## config.mk

```make
export PLATFORM = sky130hd
export DESIGN_NAME = nfa_state_set_stepper_unit
export DESIGN_NICKNAME = d
export VERILOG_FILES = /design/src/rtl/core/nssu_pkg.sv /design/src/rtl/core/nfa_state_set_stepper_unit.sv /design/src/rtl/core/nssu_table.sv /design/src/rtl/core/nssu_out_stage.sv
export SDC_FILE = /design/constraint.sdc
export NUM_CORES = 2
export LEC_CHECK = 0
export BUFFER_PORTS_ARGS = -buffer_cell sky130_fd_sc_hd__buf_4
export CAP_MARGIN = 10
export CORE_ASPECT_RATIO = 1.2
export CORE_MARGIN = 3
export CORE_UTILIZATION = 55
export CTS_CLUSTER_DIAMETER = 80
export DETAILED_ROUTE_END_ITERATION = 10
export GPL_TIMING_DRIVEN = 0
export PLACE_DENSITY = 0.68
export REMOVE_ABC_BUFFERS = 1
export SYNTH_ARGS = -nofsm -noshare
export SYNTH_HDL_FRONTEND = slang
export SYNTH_SLANG_ARGS = --single-unit
export TNS_END_PERCENT = 10
```

## constraint.sdc

```tcl
create_clock -name aclk -period 6.7 [get_ports aclk]
set_input_delay 2.01 -clock aclk [delete_from_list [all_inputs] [get_ports aclk]]
set_output_delay 2.01 -clock aclk [all_outputs]
set_load 0.03 [all_outputs]
```

## src/rtl/core/nssu_pkg.sv

```systemverilog
// shared types and constants for the nfa state set stepper
// no dependencies; imported by every module of the block
`default_nettype none

package nssu_pkg;

    // fixed field widths of the stream words
    localparam int MASK_W   = 16;
    localparam int STATE_W  = 4;
    localparam int SYMBOL_W = 2;
    localparam int CFG_W    = 16;
    localparam int CFG_IDX_W = 1;

    // default automaton size
    localparam int NUM_STATES_DEF  = 16;
    localparam int NUM_SYMBOLS_DEF = 4;

    // input word layout in s_tdata
    localparam int S_DATA_W = 24;
    localparam int S_FROM_LSB = 0;
    localparam int S_SYM_LSB  = S_FROM_LSB + STATE_W;
    localparam int S_NEXT_LSB = S_SYM_LSB + SYMBOL_W;
    localparam int S_WS_BIT   = S_NEXT_LSB + MASK_W;

    // result word layout in m_tdata
    localparam int M_DATA_W = 24;
    localparam int M_ACC_BIT  = MASK_W;
    localparam int M_DEAD_BIT = MASK_W + 1;

    // item kinds carried on s_tuser
    typedef enum logic {
        KIND_LOAD = 1'b0,
        KIND_STEP = 1'b1
    } kind_t;

    // configuration register indexes
    typedef enum logic [CFG_IDX_W-1:0] {
        CFG_INITIAL_MASK = 1'b0,
        CFG_FINAL_MASK   = 1'b1
    } cfg_idx_t;

    // table row write command
    typedef struct packed {
        logic                en;
        logic [STATE_W-1:0]  from_state;
        logic [SYMBOL_W-1:0] symbol;
        logic [MASK_W-1:0]   mask;
    } tbl_wr_t;

endpackage

`default_nettype wire

```

## src/rtl/core/nfa_state_set_stepper_unit.sv

```systemverilog
// top level of the nfa state set stepper: input register, active set, table, result register
// depends on nssu_pkg, nssu_table and nssu_out_stage
`default_nettype none

// Bit-parallel NFA stepper. Each input word is either a table load (s_tuser = 0), which
// writes the next-state mask for one (state, symbol) pair, or a step (s_tuser = 1), which
// replaces the active set by the OR of the table rows of every active state for the symbol;
// with word_start set the step starts from initial_mask instead. Every word yields one result
// word with the active set, an accepted flag (set meets final_mask) and a dead flag (set
// empty). Throughput is one word per clock unless m_tready stalls the result register: a
// word is held in the input register while the row selection and OR run, and the result
// and the new active set are registered together, so the following word sees the updated
// set without any bubble. The table is reset to all zero by aresetn; no clearing pass is
// needed. Configuration writes take effect at once and are meant for idle periods.
module nfa_state_set_stepper_unit
    import nssu_pkg::*;
#(
    parameter int NUM_STATES  = NUM_STATES_DEF,
    parameter int NUM_SYMBOLS = NUM_SYMBOLS_DEF
) (
    input  wire logic                 aclk,
    input  wire logic                 aresetn,
    // configuration
    input  wire logic                 cfg_wr_en,
    input  wire logic [CFG_IDX_W-1:0] cfg_wr_index,
    input  wire logic [CFG_W-1:0]     cfg_wr_data,
    // input words
    input  wire logic                 s_tvalid,
    output logic                      s_tready,
    // s_tdata: from_state[3:0], symbol[5:4], next_states[21:6], word_start[22], zero[23]
    input  wire logic [S_DATA_W-1:0]  s_tdata,
    // s_tuser: kind[0]
    input  wire logic                 s_tuser,
    // result words
    output logic                      m_tvalid,
    input  wire logic                 m_tready,
    // m_tdata: active_states[15:0], accepted[16], dead[17], zero[23:18]
    output logic      [M_DATA_W-1:0]  m_tdata
);

    localparam int STATES_EFF = (NUM_STATES < MASK_W) ? NUM_STATES : MASK_W;
    localparam logic [MASK_W-1:0] STATE_MASK = {MASK_W{1'b1}} >> (MASK_W - STATES_EFF);

    // configuration registers
    logic [MASK_W-1:0] initial_mask_reg;
    logic [MASK_W-1:0] final_mask_reg;

    // input register
    logic                in_valid_reg;
    logic                in_valid_next;
    kind_t               kind_reg;
    logic [STATE_W-1:0]  from_state_reg;
    logic [SYMBOL_W-1:0] symbol_reg;
    logic [MASK_W-1:0]   next_states_reg;
    logic                word_start_reg;

    // active set
    logic [MASK_W-1:0]   active_set_reg;
    logic [MASK_W-1:0]   active_set_next;

    logic                out_can_load;
    logic                advance;
    logic                s_fire;
    logic [MASK_W-1:0]   src_mask;
    logic [MASK_W-1:0]   step_mask;
    tbl_wr_t             tbl_wr;

    // configuration writes
    always_ff @(posedge aclk) begin
        if (!aresetn) begin
            initial_mask_reg <= MASK_W'(1);
            final_mask_reg   <= '0;
        end else if (cfg_wr_en) begin
            case (cfg_wr_index)
                CFG_INITIAL_MASK: initial_mask_reg <= cfg_wr_data;
                CFG_FINAL_MASK:   final_mask_reg   <= cfg_wr_data;
                default: ;
            endcase
        end
    end

    // handshake: the held word moves on when the result register is free
    assign advance  = in_valid_reg && out_can_load;
    assign s_tready = !in_valid_reg || advance;
    assign s_fire   = s_tvalid && s_tready;

    always_comb begin
        in_valid_next = in_valid_reg;
        if (s_fire) begin
            in_valid_next = 1'b1;
        end else if (advance) begin
            in_valid_next = 1'b0;
        end
    end

    always_ff @(posedge aclk) begin
        if (!aresetn) begin
            in_valid_reg <= 1'b0;
        end else begin
            in_valid_reg <= in_valid_next;
        end
    end

    // input payload
    always_ff @(posedge aclk) begin
        if (s_fire) begin
            kind_reg        <= kind_t'(s_tuser);
            from_state_reg  <= s_tdata[S_FROM_LSB +: STATE_W];
            symbol_reg      <= s_tdata[S_SYM_LSB +: SYMBOL_W];
            next_states_reg <= s_tdata[S_NEXT_LSB +: MASK_W];
            word_start_reg  <= s_tdata[S_WS_BIT];
        end
    end

    // step source and table access
    assign src_mask = word_start_reg ? (initial_mask_reg & STATE_MASK) : active_set_reg;

    always_comb begin
        tbl_wr.en         = advance && (kind_reg == KIND_LOAD);
        tbl_wr.from_state = from_state_reg;
        tbl_wr.symbol     = symbol_reg;
        tbl_wr.mask       = next_states_reg;
    end

    nssu_table #(
        .NUM_STATES  (NUM_STATES),
        .NUM_SYMBOLS (NUM_SYMBOLS)
    ) u_table (
        .aclk      (aclk),
        .aresetn   (aresetn),
        .wr        (tbl_wr),
        .rd_symbol (symbol_reg),
        .src_mask  (src_mask),
        .next_mask (step_mask)
    );

    // active set update
    always_comb begin
        active_set_next = active_set_reg;
        if (advance && (kind_reg == KIND_STEP)) begin
            active_set_next = step_mask;
        end
    end

    always_ff @(posedge aclk) begin
        if (!aresetn) begin
            active_set_reg <= '0;
        end else begin
            active_set_reg <= active_set_next;
        end
    end

    // result register
    nssu_out_stage u_out (
        .aclk       (aclk),
        .aresetn    (aresetn),
        .load       (advance),
        .set_in     (active_set_next),
        .final_mask (final_mask_reg),
        .can_load   (out_can_load),
        .m_tvalid   (m_tvalid),
        .m_tready   (m_tready),
        .m_tdata    (m_tdata)
    );

endmodule

`default_nettype wire

```

## src/rtl/core/nssu_table.sv

```systemverilog
// transition table held as one lane per state, each lane a small row store per symbol
// depends on nssu_pkg; ORs the rows of all source states for one symbol
`default_nettype none

module nssu_table
    import nssu_pkg::*;
#(
    parameter int NUM_STATES  = NUM_STATES_DEF,
    parameter int NUM_SYMBOLS = NUM_SYMBOLS_DEF
) (
    input  wire logic                aclk,
    input  wire logic                aresetn,
    input  wire tbl_wr_t             wr,
    input  wire logic [SYMBOL_W-1:0] rd_symbol,
    input  wire logic [MASK_W-1:0]   src_mask,
    output logic      [MASK_W-1:0]   next_mask
);

    // states and symbols that the word fields can reach
    localparam int STATES_EFF = (NUM_STATES < MASK_W) ? NUM_STATES : MASK_W;
    localparam int SYMS_EFF   = (NUM_SYMBOLS < (1 << SYMBOL_W)) ? NUM_SYMBOLS
                                                                : (1 << SYMBOL_W);
    localparam int SYM_IDX_W  = (SYMS_EFF > 1) ? $clog2(SYMS_EFF) : 1;
    localparam logic [MASK_W-1:0] STATE_MASK = {MASK_W{1'b1}} >> (MASK_W - STATES_EFF);

    logic [MASK_W-1:0] lane_row [STATES_EFF];
    logic              wr_sym_ok;
    logic              rd_sym_ok;
    logic [SYM_IDX_W-1:0] wr_idx;
    logic [SYM_IDX_W-1:0] rd_idx;

    assign wr_sym_ok = ({{(32-SYMBOL_W){1'b0}}, wr.symbol} < SYMS_EFF);
    assign rd_sym_ok = ({{(32-SYMBOL_W){1'b0}}, rd_symbol} < SYMS_EFF);
    assign wr_idx    = wr.symbol[SYM_IDX_W-1:0];
    assign rd_idx    = rd_symbol[SYM_IDX_W-1:0];

    // one lane per state: rows for each symbol, cleared at reset
    for (genvar g = 0; g < STATES_EFF; g++) begin : g_lane
        logic [MASK_W-1:0] row_reg [SYMS_EFF];
        logic              wr_hit;

        assign wr_hit = wr.en && wr_sym_ok &&
                        (wr.from_state == STATE_W'(g));

        always_ff @(posedge aclk) begin
            if (!aresetn) begin
                for (int k = 0; k < SYMS_EFF; k++) begin
                    row_reg[k] <= '0;
                end
            end else if (wr_hit) begin
                row_reg[wr_idx] <= wr.mask & STATE_MASK;
            end
        end

        assign lane_row[g] = row_reg[rd_idx];
    end

    // union of the selected rows of all active source states
    always_comb begin
        next_mask = '0;
        for (int s = 0; s < STATES_EFF; s++) begin
            if (src_mask[s]) begin
                next_mask = next_mask | lane_row[s];
            end
        end
        if (!rd_sym_ok) begin
            next_mask = '0;
        end
    end

endmodule

`default_nettype wire

```

## src/rtl/core/nssu_out_stage.sv

```systemverilog
// result register: holds one result word until the consumer takes it
// depends on nssu_pkg; derives the accepted and dead flags from the new set
`default_nettype none

module nssu_out_stage
    import nssu_pkg::*;
(
    input  wire logic                aclk,
    input  wire logic                aresetn,
    input  wire logic                load,
    input  wire logic [MASK_W-1:0]   set_in,
    input  wire logic [MASK_W-1:0]   final_mask,
    output logic                     can_load,
    output logic                     m_tvalid,
    input  wire logic                m_tready,
    output logic      [M_DATA_W-1:0] m_tdata
);

    logic                valid_reg;
    logic                valid_next;
    logic [M_DATA_W-1:0] data_reg;
    logic [M_DATA_W-1:0] data_next;

    // free when empty or when the held word leaves this cycle
    assign can_load = !valid_reg || m_tready;

    // word: set, accepted flag, dead flag, zero padding
    always_comb begin
        data_next = '0;
        data_next[MASK_W-1:0] = set_in;
        data_next[M_ACC_BIT]  = |(set_in & final_mask);
        data_next[M_DEAD_BIT] = (set_in == '0);
    end

    always_comb begin
        valid_next = valid_reg;
        if (load) begin
            valid_next = 1'b1;
        end else if (m_tready) begin
            valid_next = 1'b0;
        end
    end

    // valid flag
    always_ff @(posedge aclk) begin
        if (!aresetn) begin
            valid_reg <= 1'b0;
        end else begin
            valid_reg <= valid_next;
        end
    end

    // payload
    always_ff @(posedge aclk) begin
        if (load) begin
            data_reg <= data_next;
        end
    end

    assign m_tvalid = valid_reg;
    assign m_tdata  = data_reg;

endmodule

`default_nettype wire
```

# [Word-level counts from Yosys, hierarchy flattened]
# Memories as Yosys holds them, arrays and structs flattened. A register that Yosys moved wholly into a read port is not among the register bits.
# Index checks and enable logic that the tools add are counted.
[word_totals] elab_cells=242 in_bits=47 memories=16 output_inout_bits=26 mem_bits_rw=1024 regBits=92
[classes] n_eq_ne=15 mux=135 n_reduce_logical=47 bitwise=18
[memory_table] name="u_table.g_lane[0].row_reg" words=4 word_bits=16 read_ports=1 rd_clocked_by_memory_dff=1 wr=4 line="nssu_table.sv:39" source="logic [MASK_W-1:0] row_reg [SYMS_EFF];"
[memory_table] name="u_table.g_lane[10].row_reg" words=4 word_bits=16 read_ports=1 rd_clocked_by_memory_dff=1 wr=4 line="nssu_table.sv:39"
[memory_table] name="u_table.g_lane[11].row_reg" words=4 word_bits=16 read_ports=1 rd_clocked_by_memory_dff=1 wr=4 line="nssu_table.sv:39"
[memory_table] name="u_table.g_lane[12].row_reg" words=4 word_bits=16 read_ports=1 rd_clocked_by_memory_dff=1 wr=4 line="nssu_table.sv:39"
[memory_table] name="u_table.g_lane[13].row_reg" words=4 word_bits=16 read_ports=1 rd_clocked_by_memory_dff=1 wr=4 line="nssu_table.sv:39"
[memory_table] name="u_table.g_lane[14].row_reg" words=4 word_bits=16 read_ports=1 rd_clocked_by_memory_dff=1 wr=4 line="nssu_table.sv:39"
[memory_table] name="10 more memories"
[ops] cell="two-way mux 16 bit" count=34
[ops] cell="OR reduction 16 bit" count=17
[ops] cell="OR 16 bit" count=15
[ops] cell="two-way mux 1 bit" count=69
[ops] cell="two-way mux 2 bit" count=32
[ops] cell="== test 4 bit, second input constant" count=8
[ops] cell="logical AND 1 bit" count=20
[ops] cell="bitwise AND 16 bit" count=1
[ops] cell="== test 4 x 3 -> 1 bit, second input constant" count=4
[ops] cell="zero test 16 bit" count=1
[ops] cell="== test 4 x 2 -> 1 bit, second input constant" count=2
[ops] cell="== test 4 x 1 -> 1 bit, second input constant" count=1
[ops] cell="zero test 4 bit" count=1
[ops] cell="AND reduction 2 bit" count=2
[ops] cell="nonzero test 2 bit" count=2
[ops] cell="zero test 1 bit" count=2
[ops] cell="logical OR 1 bit" count=2
[ops] cell="inverter 1 bit" count=2

# [Logic depth before layout (Yosys ltp)]
[logic_depth] ltp_word=35 mapped_depth=10

# [Hierarchy]
# A second synthesis with hierarchy kept.
[hier_totals] hier_cells=3755 area_unflattened_um2=49927.9
[modules_own_cells] module="nssu_table" area_each_um2=46331.9 n_inst=1 cells_each=3469
[modules_own_cells] module="nfa_state_set_stepper_unit" area_each_um2=2834.0 n_inst=1 cells_each=243
[modules_own_cells] module="nssu_out_stage" area_each_um2=762.0 n_inst=1 cells_each=43

# [Worst setup path after synthesis]
# OpenSTA, ideal clock, no wires.
[synth_path] path_type="input -> register" startpoint="in m_tready" endpoint="mem u_table.g_lane[10].row_reg[0][0] (enable)" stages=7 required_time_ns=6.289 arrival_ns=4.634 path_buffers=2 slack_ns=1.655 path_cell_list="nor2b_1 > or4b_2 > nor2_1 > clkbuf_1 > nand3_1 > clkbuf_1 > o21ai_0"
[synth_lines] item="start, declared" line="nfa_state_set_stepper_unit.sv:36" source="input wire logic m_tready,"
[synth_lines] item="end, declared" line="nssu_table.sv:39"

==> flow_metrics.tcl <==
set metrics [dict create \
    rsz0062_at_grt "no" \
    yosys_warnings 0 \
    worst_slew_pin_slew_ns 1.30 \
    rrSetupSlack_ns 1.78 \
    core_um2 88300 \
    preCtsSetupSlack_ns 0.351 \
    post_cts_buffers 0 \
    layout-drive-gt1-share_pct 21.2 \
    peakVddDrop_uv 216 \
    dr.pass1.iters 6 \
    fin_cells 4460 \
    clkLatencyLatePin_ns 0.71 \
    grt_pass1_vias 29557 \
    synth-seq-cells 1118 \
    fmax_mhz 170 \
    ant_nets 0 \
    fin_crit_ns 5.89 \
    maxCapViolCount 0 \
    endpoint_kind "flop" \
    setup_viol 0 \
    numCtsBuffers 108 \
    dp_cells 4255 \
    initial_utilization_pct 55.8 \
    die-width_um 279 \
    synth_edf_count 1066 \
    synthFlopType "edfxtp_1" \
    row_count 119 \
    slew_viol_final 0 \
    seq_area_frac_synth_pct 67.1 \
    clk_path_buf_depth 3 \
    slew-limit-headroom_pct 13.4 \
    fin_nets 3264 \
    grt_max_degree 147 \
    min_from "final_mask_reg[11]" \
    syn_to_final_growth_pct 13.5 \
    power_density_nw_per_um2 283 \
    grt_pass1_wl_um 209000 \
    first_iter_violations 4759 \
    mostFrequentLayoutCell "edfxtp_1" \
    skew_ns 0.0335 \
    hpwl_um 95500 \
    dieArea_um2 93100 \
    fin_area_um2 55900 \
    synth_cell_types 31 \
    synth_cells 3250 \
    htree_num_levels 3 \
    path_clk_slew_ns 0.07 \
    track_usage_pct 31.8 \
    numPortBuffers 65 \
    gp_congestion 0.908 \
    hold_violations 0 \
    cts-hold-fix-buffers 0 \
    cts_num_sinks 1118 \
    synth_area_um2 49200 \
    overflow 0 \
    io_pins 73 \
    root_buffer "clkbuf_16" \
    worstSetupStartpointType "input port" \
    wl_per_cell_um 33.1 \
    min_path_type "flop to flop" \
    r2r_start "u_out.m_tvalid" \
    worstPathMaxFanout 20 \
    fin_crit_sh_pct 88.0 \
    n_fill_cell 6214 \
    syn_avg_cell_area_um2 15.1 \
    drc_errors 0 \
    required_ns 7.24 \
    wirelength_um 147000 \
    setup_slack_ns 0.805 \
    post_dp_cell_area_um2 52000 \
    p_leak_nw 19.7 \
    cp-startpoint "m_tready" \
    fin_tns_setup_ns 0 \
    dieHeight_um 334 \
    antenna_found_initial 9 \
    cts_resized 0 \
    status "completed" \
    viasPerCell 6.65 \
    largest_reg_flops 1024 \
    final_cell_mix "1066 x edfxtp_1, 787 x and2_1, 308 x nor2_1, 256 x mux4_2, 128 x a22oi_1" \
    cp.arrival_ns 6.44 \
    vias 29646 \
    cts_tree "yes" \
    async_flop_share_pct 0 \
    crit_type "input port to flop" \
]
## where the power goes
part	leakage (nW)	internal, W	switching (W)
registers	11.5	0.00787	0.000122
clock network	1.84	0.00374	0.00274
logic	6.36	0.000495	0.000853
total	19.7	0.0121	0.00371
## synthesized netlist by cell type, types with 2 or more instances
cell type	count	area share (%)
edfxtp_1	1066	65
and2_1	787	10
nor2_1	309	2.4
mux4_2	256	12
clkbuf_1	240	1.8
a22oi_1	128	2.0
nand2_1	100	0.76
o21ai_0	76	0.77
dfxtp_1	52	2.1
and4_1	33	0.59
a21boi_0	31	0.47
a31oi_1	28	0.36
buf_1	26	0.20
mux2_2	18	0.41
and3_1	17	0.22
nand3_1	17	0.17
buf_6	16	0.37
buf_4	14	0.21
buf_2	9	0.091
nor2b_1	6	0.076
a2111o_1	4	0.091
nand2b_1	4	0.051
nor4_1	4	0.051
inv_1	2	0.015
## critical path, stage by stage
cell and delay [ns]:
buf_4 0.09, nor2b_1 0.07, or4b_2 0.71, nor2_1 0.96, nand3_1 1.06, nor2_1 1.27, and2_1 0.26
## per-stage QoR
| stage | power, W | utilization [%] | hold slack (ns) |
|---|---|---|---|
| 4_1_cts | 0.0158 | 63.2 | 0.474 |
| 6_report | 0.0158 | 63.3 | 0.472 |
| 3_5_place_dp | 0.00946 | 58.9 | 0.464 |
| 2_1_floorplan | 0.00892 | - | 0.433 |
| 5_1_grt | 0.0161 | 63.3 | 0.486 |
| 3_3_place_gp | 0.00954 | 56.4 | 0.456 |
## cell families after synthesis
| logic type | count (synthesis) | synth area share (%) |
|---|---|---|
| muxes | 274 | 12.1 |
| and+or+nand+nor | 1281 | 14.3 |
| AOI/OAI and AO/OA | 269 | 3.67 |
| other | 1 | 0.00762 |
| DFF | 1118 | 67.1 |
| buffers and inverters | 307 | 2.71 |
## metal layers
| layer | share of wire, % | routed length (µm) | GRT usage (%) |
|---|---|---|---|
| met1 | 36 | 52600 | 43.0 |
| met2 | 46 | 67300 | 48.0 |
| met3 | 13 | 19200 | 8.82 |
| met4 | 5.6 | 8310 | 15.7 |
| met5 | 0.053 | 78 | 0 |
## path summary, 6_finish.rpt
kind / end / depth (start not counted)
setup / recovery: u_table.g_lane[12].row_reg[0][5] / 7
hold / removal: final_mask_reg[11] / 2
setup reg to reg: u_table.g_lane[12].row_reg[0][5] / 6
hold reg to reg: final_mask_reg[11] / 2
## final cells by class
| class | instances | area, µm² | area share [%] |
|---|---|---|---|
| diodes | 3 | 7.51 | 0.0134 |
| multi-input cells | 1830 | 15200 | 27.1 |
| clock buffers | 127 | 2910 | 5.21 |
| repair buffers | 157 | 2420 | 4.34 |
| well taps | 1149 | 1440 | 2.57 |
| clock inverters | 74 | 862 | 1.54 |
| inverters | 2 | 7.51 | 0.0134 |
| flip-flops and latches | 1118 | 33100 | 59.2 |
No activity file was read; power rests on OpenSTA's default activity.
